**config.mk**
```make
export PLATFORM = sky130hd
export DESIGN_NAME = i2c_master_bit_engine
export DESIGN_NICKNAME = d
export VERILOG_FILES = /design/src/i2cm_pkg.sv /design/src/i2cm_front.sv /design/src/i2cm_queue.sv /design/src/i2cm_back.sv /design/src/i2c_master_bit_engine.sv
export SDC_FILE = /design/constraint.sdc
export NUM_CORES = 1
export LEC_CHECK = 0
export BUFFER_PORTS_ARGS = -buffer_cell sky130_fd_sc_hd__buf_2
export CAP_MARGIN = 5
export CORE_MARGIN = 5
export CORE_UTILIZATION = 55
export CTS_CLUSTER_DIAMETER = 50
export CTS_CLUSTER_SIZE = 12
export DETAILED_ROUTE_END_ITERATION = 6
export HOLD_SLACK_MARGIN = 0.1
export PLACE_DENSITY = 0.71
export RECOVER_POWER = 50
export SLEW_MARGIN = 20
export SYNTH_ARGS = -nofsm -noshare
export SYNTH_HDL_FRONTEND = slang
export SYNTH_SLANG_ARGS = --single-unit
```
**constraint.sdc**
```tcl
create_clock -name clk -period 3.4 [get_ports clk]
set_input_delay 1.02 -clock clk [delete_from_list [all_inputs] [get_ports clk]]
set_output_delay 1.02 -clock clk [all_outputs]
set_load 0.03 [all_outputs]
```
**src/i2cm_pkg.sv**
```systemverilog
// Shared types and constants for the I2C master bit engine.
`timescale 1ns / 1ps

package i2cm_pkg;

	localparam int BITS_PER_BYTE = 8;
	localparam int COUNTER_WIDTH = 16;
	localparam int CFG_W         = 16;
	localparam int CFG_IDX_W     = 2;
	localparam int BIT_CNT_W     = 4;
	localparam int QUEUE_DEPTH   = 4;
	localparam int QUEUE_AW      = $clog2(QUEUE_DEPTH);

	localparam logic [2:0] OPC_START = 3'd1;
	localparam logic [2:0] OPC_STOP  = 3'd2;
	localparam logic [2:0] OPC_WRITE = 3'd3;
	localparam logic [2:0] OPC_READ  = 3'd4;

	localparam logic [CFG_IDX_W-1:0] CFG_HALF    = 2'd0;
	localparam logic [CFG_IDX_W-1:0] CFG_QUARTER = 2'd1;
	localparam logic [CFG_IDX_W-1:0] CFG_TIMEOUT = 2'd2;
	localparam logic [CFG_IDX_W-1:0] CFG_PUSH    = 2'd3;

	localparam logic [CFG_W-1:0] HALF_RESET    = 16'd5;
	localparam logic [CFG_W-1:0] QUARTER_RESET = 16'd2;
	localparam logic [CFG_W-1:0] TIMEOUT_RESET = 16'd1000;

	localparam logic [1:0] ST_OK      = 2'd0;
	localparam logic [1:0] ST_NACK    = 2'd1;
	localparam logic [1:0] ST_TIMEOUT = 2'd2;

	typedef enum logic [2:0] {
		CMD_NONE,
		CMD_START,
		CMD_STOP,
		CMD_WRITE,
		CMD_READ
	} cmd_t;

	typedef struct packed {
		logic [2:0] opcode;
		logic [7:0] tx_byte;
		logic       rd_nack;
		logic       scl_in;
		logic       sda_in;
	} in_req_t;

	typedef struct packed {
		logic       scl_level;
		logic       scl_enable;
		logic       sda_level;
		logic       sda_enable;
		logic       busy_res;
		logic       done_res;
		logic [1:0] status;
		logic [7:0] rx_byte;
	} out_res_t;

	typedef struct packed {
		cmd_t       cmd;
		logic [7:0] tx_byte;
		logic       rd_nack;
		logic       scl_in;
		logic       sda_in;
	} tick_t;

	typedef struct packed {
		logic  push;
		tick_t data;
	} q_push_t;

	typedef struct packed {
		logic  valid;
		tick_t data;
	} q_head_t;

endpackage

```
**src/i2cm_front.sv**
```systemverilog
// Input side: request handshake and opcode classification.
`timescale 1ns / 1ps

module i2cm_front (
	input  logic             in_valid,
	output logic             in_ready,
	input  i2cm_pkg::in_req_t in_data,
	input  logic             q_full,
	output i2cm_pkg::q_push_t q_push
);
	import i2cm_pkg::*;

	cmd_t cmd;

	always_comb begin
		unique case (in_data.opcode)
			OPC_START: cmd = CMD_START;
			OPC_STOP:  cmd = CMD_STOP;
			OPC_WRITE: cmd = CMD_WRITE;
			OPC_READ:  cmd = CMD_READ;
			default:   cmd = CMD_NONE;
		endcase
	end

	assign in_ready               = ~q_full;
	assign q_push.push            = in_valid & ~q_full;
	assign q_push.data.cmd        = cmd;
	assign q_push.data.tx_byte    = in_data.tx_byte;
	assign q_push.data.rd_nack    = in_data.rd_nack;
	assign q_push.data.scl_in     = in_data.scl_in;
	assign q_push.data.sda_in     = in_data.sda_in;

endmodule

```
**src/i2cm_queue.sv**
```systemverilog
// Short request queue between the front and the bus sequencer.
`timescale 1ns / 1ps

module i2cm_queue (
	input  logic              clk,
	input  logic              arst_n,
	input  i2cm_pkg::q_push_t q_push,
	output logic              q_full,
	output i2cm_pkg::q_head_t q_head,
	input  logic              q_pop
);
	import i2cm_pkg::*;

	tick_t                 mem_q [QUEUE_DEPTH];
	logic [QUEUE_AW-1:0]   wr_ptr_q;
	logic [QUEUE_AW-1:0]   rd_ptr_q;
	logic [QUEUE_AW:0]     count_q;
	logic                  do_push;
	logic                  do_pop;

	assign q_full       = (count_q == (QUEUE_AW+1)'(QUEUE_DEPTH));
	assign q_head.valid = (count_q != '0);
	assign q_head.data  = mem_q[rd_ptr_q];
	assign do_push      = q_push.push & ~q_full;
	assign do_pop       = q_pop & q_head.valid;

	always_ff @(posedge clk) begin
		if (do_push) begin
			mem_q[wr_ptr_q] <= q_push.data;
		end
	end

	always_ff @(posedge clk or negedge arst_n) begin
		if (!arst_n) begin
			wr_ptr_q <= '0;
			rd_ptr_q <= '0;
			count_q  <= '0;
		end else begin
			if (do_push) begin
				wr_ptr_q <= wr_ptr_q + 1'b1;
			end
			if (do_pop) begin
				rd_ptr_q <= rd_ptr_q + 1'b1;
			end
			if (do_push && !do_pop) begin
				count_q <= count_q + 1'b1;
			end else if (!do_push && do_pop) begin
				count_q <= count_q - 1'b1;
			end
		end
	end

endmodule

```
**src/i2cm_back.sv**
```systemverilog
// Bus sequencer: phase machine, configuration registers and result register.
`timescale 1ns / 1ps

module i2cm_back (
	input  logic                           clk,
	input  logic                           arst_n,
	input  logic                           cfg_write_en,
	input  logic [i2cm_pkg::CFG_IDX_W-1:0] cfg_index,
	input  logic [i2cm_pkg::CFG_W-1:0]     cfg_data,
	input  i2cm_pkg::q_head_t              q_head,
	output logic                           q_pop,
	output logic                           out_valid,
	input  logic                           out_ready,
	output i2cm_pkg::out_res_t             out_data
);
	import i2cm_pkg::*;

	typedef enum logic [4:0] {
		P_IDLE,
		P_ST_D1, P_ST_W, P_ST_D2, P_ST_D3,
		P_SP_D1, P_SP_W, P_SP_D2, P_SP_D3,
		P_WB_D1, P_WB_W, P_WB_D2, P_WB_D3,
		P_RB_D1, P_RB_W, P_RB_D2, P_RB_D3, P_RB_D4
	} phase_t;

	localparam logic [BIT_CNT_W-1:0] BITS_FULL = BIT_CNT_W'(BITS_PER_BYTE);
	localparam logic [BIT_CNT_W-1:0] BITS_LAST = BIT_CNT_W'(BITS_PER_BYTE - 1);

	logic [CFG_W-1:0]         half_q;
	logic [CFG_W-1:0]         quarter_q;
	logic [CFG_W-1:0]         lim_m1_q;
	logic                     push_pull_q;

	phase_t                   phase_q, phase_n;
	cmd_t                     command_q, command_n;
	logic [BIT_CNT_W-1:0]     bit_count_q, bit_count_n;
	logic [7:0]               shift_q, shift_n;
	logic [COUNTER_WIDTH-1:0] delay_q, delay_n;
	logic [COUNTER_WIDTH-1:0] stretch_q, stretch_n;
	logic                     nack_q, nack_n;
	logic                     scl_q, scl_n;
	logic                     sda_q, sda_n;
	logic [1:0]               status_q, status_n;
	logic [7:0]               rx_q, rx_n;
	logic                     done_n;
	logic                     out_valid_q;
	out_res_t                 out_data_q;

	tick_t                    t;
	logic                     dly_end;
	logic                     wt_timeout;
	logic [COUNTER_WIDTH-1:0] half_c;
	logic [COUNTER_WIDTH-1:0] quarter_c;

	assign t          = q_head.data;
	assign q_pop      = q_head.valid & (~out_valid_q | out_ready);
	assign out_valid  = out_valid_q;
	assign out_data   = out_data_q;
	assign dly_end    = (delay_q <= COUNTER_WIDTH'(1));
	assign wt_timeout = (COUNTER_WIDTH'(stretch_q) >= COUNTER_WIDTH'(lim_m1_q));
	assign half_c     = COUNTER_WIDTH'(half_q);
	assign quarter_c  = COUNTER_WIDTH'(quarter_q);

	always_ff @(posedge clk or negedge arst_n) begin
		if (!arst_n) begin
			half_q      <= HALF_RESET;
			quarter_q   <= QUARTER_RESET;
			lim_m1_q    <= TIMEOUT_RESET - 1'b1;
			push_pull_q <= 1'b0;
		end else if (cfg_write_en) begin
			unique case (cfg_index)
				CFG_HALF:    half_q <= cfg_data;
				CFG_QUARTER: quarter_q <= cfg_data;
				CFG_TIMEOUT: lim_m1_q <= (cfg_data == '0) ? '0 : cfg_data - 1'b1;
				CFG_PUSH:    push_pull_q <= cfg_data[0];
				default:     ;
			endcase
		end
	end

	always_comb begin
		phase_n     = phase_q;
		command_n   = command_q;
		bit_count_n = bit_count_q;
		shift_n     = shift_q;
		delay_n     = delay_q;
		stretch_n   = stretch_q;
		nack_n      = nack_q;
		scl_n       = scl_q;
		sda_n       = sda_q;
		status_n    = status_q;
		rx_n        = rx_q;
		done_n      = 1'b0;
		unique case (phase_q)
			P_IDLE: begin
				if (t.cmd != CMD_NONE) begin
					command_n   = t.cmd;
					bit_count_n = '0;
					unique case (t.cmd)
						CMD_START: begin
							sda_n   = 1'b1;
							scl_n   = 1'b1;
							phase_n = P_ST_D1;
							delay_n = half_c;
						end
						CMD_STOP: begin
							sda_n   = 1'b0;
							phase_n = P_SP_D1;
							delay_n = quarter_c;
						end
						CMD_WRITE: begin
							nack_n  = 1'b0;
							sda_n   = t.tx_byte[7];
							shift_n = {t.tx_byte[6:0], 1'b0};
							phase_n = P_WB_D1;
							delay_n = quarter_c;
						end
						default: begin
							shift_n = '0;
							rx_n    = '0;
							nack_n  = t.rd_nack;
							sda_n   = 1'b1;
							phase_n = P_RB_D1;
							delay_n = quarter_c;
						end
					endcase
				end
			end
			P_ST_D1: begin
				if (dly_end) begin
					phase_n   = P_ST_W;
					stretch_n = '0;
				end else begin
					delay_n = delay_q - 1'b1;
				end
			end
			P_SP_D1, P_WB_D1, P_RB_D1: begin
				if (dly_end) begin
					scl_n     = 1'b1;
					stretch_n = '0;
					phase_n   = (phase_q == P_SP_D1) ? P_SP_W :
					            (phase_q == P_WB_D1) ? P_WB_W : P_RB_W;
				end else begin
					delay_n = delay_q - 1'b1;
				end
			end
			P_ST_W, P_SP_W, P_WB_W, P_RB_W: begin
				if (t.scl_in) begin
					unique case (phase_q)
						P_ST_W: begin
							sda_n   = 1'b0;
							phase_n = P_ST_D2;
							delay_n = half_c;
						end
						P_SP_W: begin
							phase_n = P_SP_D2;
							delay_n = half_c;
						end
						P_WB_W: begin
							phase_n = P_WB_D2;
							delay_n = half_c;
						end
						default: begin
							phase_n = P_RB_D2;
							delay_n = quarter_c;
						end
					endcase
				end else begin
					stretch_n = stretch_q + 1'b1;
					if (wt_timeout) begin
						phase_n  = P_IDLE;
						status_n = ST_TIMEOUT;
						done_n   = 1'b1;
					end
				end
			end
			P_ST_D2, P_WB_D2: begin
				if (dly_end) begin
					scl_n   = 1'b0;
					phase_n = (phase_q == P_ST_D2) ? P_ST_D3 : P_WB_D3;
					delay_n = quarter_c;
				end else begin
					delay_n = delay_q - 1'b1;
				end
			end
			P_ST_D3, P_SP_D3: begin
				if (dly_end) begin
					phase_n  = P_IDLE;
					status_n = ST_OK;
					done_n   = 1'b1;
				end else begin
					delay_n = delay_q - 1'b1;
				end
			end
			P_SP_D2: begin
				if (dly_end) begin
					sda_n   = 1'b1;
					phase_n = P_SP_D3;
					delay_n = half_c;
				end else begin
					delay_n = delay_q - 1'b1;
				end
			end
			P_WB_D3: begin
				if (dly_end) begin
					if (command_q == CMD_WRITE && bit_count_q < BITS_FULL) begin
						bit_count_n = bit_count_q + 1'b1;
						delay_n     = quarter_c;
						if (bit_count_q < BITS_LAST) begin
							sda_n   = shift_q[7];
							shift_n = {shift_q[6:0], 1'b0};
							phase_n = P_WB_D1;
						end else begin
							sda_n   = 1'b1;
							phase_n = P_RB_D1;
						end
					end else begin
						phase_n  = P_IDLE;
						status_n = ST_OK;
						done_n   = 1'b1;
					end
				end else begin
					delay_n = delay_q - 1'b1;
				end
			end
			P_RB_D2: begin
				if (dly_end) begin
					if (command_q == CMD_READ && bit_count_q < BITS_FULL) begin
						shift_n = {shift_q[6:0], t.sda_in};
						rx_n    = {shift_q[6:0], t.sda_in};
					end else begin
						nack_n = t.sda_in;
					end
					phase_n = P_RB_D3;
					delay_n = quarter_c;
				end else begin
					delay_n = delay_q - 1'b1;
				end
			end
			P_RB_D3: begin
				if (dly_end) begin
					scl_n   = 1'b0;
					phase_n = P_RB_D4;
					delay_n = quarter_c;
				end else begin
					delay_n = delay_q - 1'b1;
				end
			end
			P_RB_D4: begin
				if (dly_end) begin
					if (command_q == CMD_READ && bit_count_q < BITS_FULL) begin
						bit_count_n = bit_count_q + 1'b1;
						delay_n     = quarter_c;
						if (bit_count_q < BITS_LAST) begin
							sda_n   = 1'b1;
							phase_n = P_RB_D1;
						end else begin
							sda_n   = nack_q;
							phase_n = P_WB_D1;
						end
					end else begin
						phase_n  = P_IDLE;
						status_n = nack_q ? ST_NACK : ST_OK;
						done_n   = 1'b1;
					end
				end else begin
					delay_n = delay_q - 1'b1;
				end
			end
			default: phase_n = P_IDLE;
		endcase
	end

	always_ff @(posedge clk or negedge arst_n) begin
		if (!arst_n) begin
			phase_q     <= P_IDLE;
			command_q   <= CMD_NONE;
			bit_count_q <= '0;
			shift_q     <= '0;
			delay_q     <= '0;
			stretch_q   <= '0;
			nack_q      <= 1'b0;
			scl_q       <= 1'b1;
			sda_q       <= 1'b1;
			status_q    <= ST_OK;
			rx_q        <= '0;
			out_valid_q <= 1'b0;
			out_data_q  <= '0;
		end else if (q_pop) begin
			phase_q                <= phase_n;
			command_q              <= command_n;
			bit_count_q            <= bit_count_n;
			shift_q                <= shift_n;
			delay_q                <= delay_n;
			stretch_q              <= stretch_n;
			nack_q                 <= nack_n;
			scl_q                  <= scl_n;
			sda_q                  <= sda_n;
			status_q               <= status_n;
			rx_q                   <= rx_n;
			out_valid_q            <= 1'b1;
			out_data_q.scl_level   <= scl_n;
			out_data_q.scl_enable  <= push_pull_q | ~scl_n;
			out_data_q.sda_level   <= sda_n;
			out_data_q.sda_enable  <= push_pull_q | ~sda_n;
			out_data_q.busy_res    <= (phase_n != P_IDLE);
			out_data_q.done_res    <= done_n;
			out_data_q.status      <= status_n;
			out_data_q.rx_byte     <= rx_n;
		end else if (out_ready) begin
			out_valid_q <= 1'b0;
		end
	end

	a_done_not_busy: assert property (@(posedge clk) disable iff (!arst_n)
		out_valid_q && out_data_q.done_res |-> !out_data_q.busy_res)
		else $error("done reported while still busy");

	a_bits_bounded: assert property (@(posedge clk) disable iff (!arst_n)
		bit_count_q <= BITS_FULL)
		else $error("bit counter past byte length");

	a_no_pop_stalled: assert property (@(posedge clk) disable iff (!arst_n)
		out_valid_q && !out_ready |-> !q_pop)
		else $error("sequencer advanced while result stalled");

	a_idle_no_busy: assert property (@(posedge clk) disable iff (!arst_n)
		q_pop |=> out_data_q.busy_res == (phase_q != P_IDLE))
		else $error("busy flag disagrees with phase");

	a_done_from_busy: assert property (@(posedge clk) disable iff (!arst_n)
		q_pop && phase_q == P_IDLE |=> !out_data_q.done_res)
		else $error("done pulse without a running command");

endmodule

```
**src/i2c_master_bit_engine.sv**
```systemverilog
// I2C master bit engine top level: front, request queue and bus sequencer.
// An accepted tick request enters the queue, then the result register when popped.
// Throughput: one tick request per cycle unless a result stalls (one-step phase update).
// Results leave in acceptance order; a stalled result holds while the queue absorbs requests.
// Reset (arst_n low, asynchronous) empties the queue, idles the sequencer with both lines
// released, and restores the configuration registers to their defaults.
`timescale 1ns / 1ps

module i2c_master_bit_engine (
	input  logic                           clk,
	input  logic                           arst_n,
	input  logic                           cfg_write_en,
	input  logic [i2cm_pkg::CFG_IDX_W-1:0] cfg_index,
	input  logic [i2cm_pkg::CFG_W-1:0]     cfg_data,
	input  logic                           in_valid,
	output logic                           in_ready,
	input  i2cm_pkg::in_req_t              in_data,
	output logic                           out_valid,
	input  logic                           out_ready,
	output i2cm_pkg::out_res_t             out_data
);
	import i2cm_pkg::*;

	q_push_t q_push;
	q_head_t q_head;
	logic    q_full;
	logic    q_pop;

	i2cm_front u_front (
		.in_valid (in_valid),
		.in_ready (in_ready),
		.in_data  (in_data),
		.q_full   (q_full),
		.q_push   (q_push)
	);

	i2cm_queue u_queue (
		.clk    (clk),
		.arst_n (arst_n),
		.q_push (q_push),
		.q_full (q_full),
		.q_head (q_head),
		.q_pop  (q_pop)
	);

	i2cm_back u_back (
		.clk          (clk),
		.arst_n       (arst_n),
		.cfg_write_en (cfg_write_en),
		.cfg_index    (cfg_index),
		.cfg_data     (cfg_data),
		.q_head       (q_head),
		.q_pop        (q_pop),
		.out_valid    (out_valid),
		.out_ready    (out_ready),
		.out_data     (out_data)
	);

endmodule
```
==> reports/metrics.csv <==
metric,value,unit
slowest_stage,or4_4,
setup_viol,0,
critPathArrivalTime,3.31,ns
synth_top_cells_by_count,"115 x dfrtp_1, 101 x nand2_1, 74 x nor2_1, 73 x o21ai_0, 56 x edfxtp_1",
fin_skew,0.02031,ns
ctsHoldBuffers,0,
hold_depth,2,
final_period_minus_worst_setup_slack,3.001,ns
grt.total_usage,22.83,%
cts_resized,0,
std_cell_rows,47,
clk_pin_slew,0.08,ns
dpl.hpwl,15850,um
drive_above_1_share,18.87,%
grt_overflow,0,
yosys-top-cells-area,"dfrtp_1 31%, edfxtp_1 18%, mux2_2 4.3%, nand2_1 4.0%, o21ai_0 3.9%",
drc,5,
ios,55,
synth_enable_flop_cells,56,
grt_antenna_before_repair,0,
grt_max_degree,78,
ys.flop_type,dfrtp_1,
tightest_slew,1.962,ns
ys_seq_area_share,52.14,%
cp_data_required_time,3.71,ns
worstSetupStartpointType,flip-flop,
synth_top_area_share,30.61,%
p_leak,4.291,nW
yosysTopAreaCell,dfrtp_1,
die_h,140.7,um
final.setup.tns,0,ns
die_w,140.7,um
yosysWarnings,0,
irDropWorstVdd,0.0004177,V
clockBufferDepth,2,
rsz0062_at_grt,no,
syn-instance-count,876,
area_delta_synth_final,13.12,%
fmax,333.3,MHz
synthesis.nets,940,
cts-buffers-inserted,17,
report.final.slew_viol_count,35,
final_area,0.01063,mm^2
multiInputGateArea,0.004200,mm^2
wirelength,22130,um
crit_type,flip-flop to flip-flop,
crit_chain,or4_4 > nor3_1 > nand2_1 > or3_1 > a2111oi_4 > a21bo_2 > a21oi_1,
nFillCells,1332,
clock_latency,0.45,ns
rr_worst_depth,7,
first_pass_iters,7,
ys_ff_latch,184,
synth.most_common_cell,dfrtp_1,
wl_per_cell,18.77,um
whs,0.4802,ns
grt_pass1_wl,35980,um
maxCapViolCount,1,
postCtsSetupBuffers,0,
start_util,56.29,%
grt_pass1_vias,6741,
htreeDepth,4,
async_flop_share,69.57,%
ant_nets,0,
stdcell_count,1179,
die_area,0.01981,mm^2
register_area,0.004901,mm^2
dp_cells,1146,
diodes,0,
cts_tree,yes,
syn_area,0.009400,mm^2
utilization,63.67,%
io_buffers,54,
path_max_fanout,11,
worst_hold_path_type,flip-flop to flip-flop,
drt_iter0_drc,637,
power_density,760.7,mW/mm^2
violations,"DRC, capacitance limit, slew limit",
coreArea,0.01670,mm^2
vias,7095,
yosysUniqueCellTypes,80,
finish.net_count,1010,
hold_viol,0,
cts_root_buffer,clkbuf_16,
status,"complete, but fails checks",
place_congestion,0.9418,
period_share,88.26,%
cts.sinks,184,
dpl_cell_area,0.01002,mm^2
relSlewSlack,-30.79,%
syn_avg_cell_area,10.73,um^2
viasPerCell,6.018,
end_kind,flip-flop,
max_stage_delay,0.57,ns
==> cell usage in the layout (no fill, tap or decap), types with 7 or more instances in the layout <==
master | synthesis | routed
a211oi_1 | 8 | 8
a21o_1 | 7 | 7
a21oi_1 | 49 | 49
a221oi_1 | 7 | 7
a31oi_1 | 7 | 7
and3_1 | 8 | 8
buf_2 | 8 | 39
buf_4 | 2 | 25
clkbuf_1 | 16 | 18
clkbuf_16 | 0 | 17
dfrtp_1 | 115 | 115
dfstp_2 | 13 | 13
edfxtp_1 | 56 | 56
ha_1 | 26 | 26
inv_1 | 37 | 37
mux2_2 | 36 | 36
mux4_2 | 14 | 14
nand2_1 | 101 | 101
nand3_1 | 17 | 17
nand4_1 | 8 | 8
nor2_1 | 74 | 74
nor2b_1 | 7 | 7
nor3_1 | 23 | 23
nor3b_1 | 11 | 10
nor4_1 | 9 | 8
o21ai_0 | 73 | 73
o22ai_1 | 7 | 7
o2bb2ai_1 | 7 | 7
xnor2_1 | 18 | 18
xor2_1 | 13 | 13
==> cell families (layout without fill, tap and decap cells) <==
family | count (synthesis) | in the layout | share of synthesized area, %
fa+ha+maj | 27 | 27 | 3.674
xor+xnor | 31 | 31 | 2.888
mux | 54 | 54 | 8.093
flops | 184 | 184 | 52.14
buf+inv | 70 | 153 | 3.301
simple gates | 302 | 302 | 15.73
compound gates | 208 | 208 | 14.18
==> final timing paths <==
kind / slack [ns] / end / start
max: 0.40 / u_back.bit_count_q[2] / u_back.delay_q[10]
min: 0.48 / u_back.lim_m1_q[7] / u_back.lim_m1_q[7]
max reg2reg: 0.40 / u_back.bit_count_q[2] / u_back.delay_q[10]
min reg2reg: 0.48 / u_back.lim_m1_q[7] / u_back.lim_m1_q[7]
max in group asynchronous: 0.98 / u_back.quarter_c[1] / arst_n
min in group asynchronous: 1.12 / u_back.out_data[8] / arst_n
==> power by group <==
part           leakage [nW]  internal (mW)  switching (mW)
sequential             2.08           2.85           0.457
combinational          1.90           1.10            1.59
clock                 0.308           1.03            1.06
total                  4.29           4.99            3.10
==> stage by stage <==
stage                     total power [mW]  setup WS, ns
after floorplan                      5.181        0.4682
after global placement               5.950        0.5014
after detailed placement             5.993        0.4677
after CTS                            8.102        0.4476
after global routing                 8.575        0.1922
final                                8.090        0.3993
==> state kept, by name (all words and copies together), names as in the netlist <==
| name | flops |
|---|---|
| u_queue.count_q | 3 |
| u_back.command_q | 3 |
| u_back.scl_q | 1 |
| u_back.bit_count_q | 4 |
| u_back.delay_q | 16 |
| u_back.out_data | 16 |
| u_queue.rd_ptr_q | 2 |
| u_back.quarter_c | 16 |
| u_back.out_valid | 1 |
| u_back.half_c | 16 |
| u_back.sda_q | 1 |
| u_back.phase_q | 5 |
| u_queue.wr_ptr_q | 2 |
| u_back.stretch_q | 16 |
| u_queue.mem_q | 56 |
| u_back.shift_q | 8 |
| u_back.push_pull_q | 1 |
| u_back.nack_q | 1 |
| u_back.lim_m1_q | 16 |
==> cell type report <==
type	instances	area share, %
Clock buffer	17	4.000
Clock inverter	15	2.024
Inverter	37	1.306
Multi-Input combinational cell	622	39.50
Sequential cell	184	46.09
Tap cell	220	2.589
Timing Repair Buffer	84	4.495
==> worst max-delay path, delay by kind of cell, from the launching register on <==
family	cells	cell delay, ns
flip-flops	1	0.41
AO/OA/AOI/OAI	3	0.81
AND/OR/NAND/NOR	4	1.65
==> layer usage <==
layer / wire length (um) / track usage (%) / vias up
met4: 357 / 5.558 / 0
li1: - / - / 3354
met2: 10160 / 34.78 / 292
met3: 1647 / 5.215 / 35
met1: 9971 / 33.54 / 3414
met5: 0 / 0 / -
Note: power is estimated with default switching activity, not from simulation.
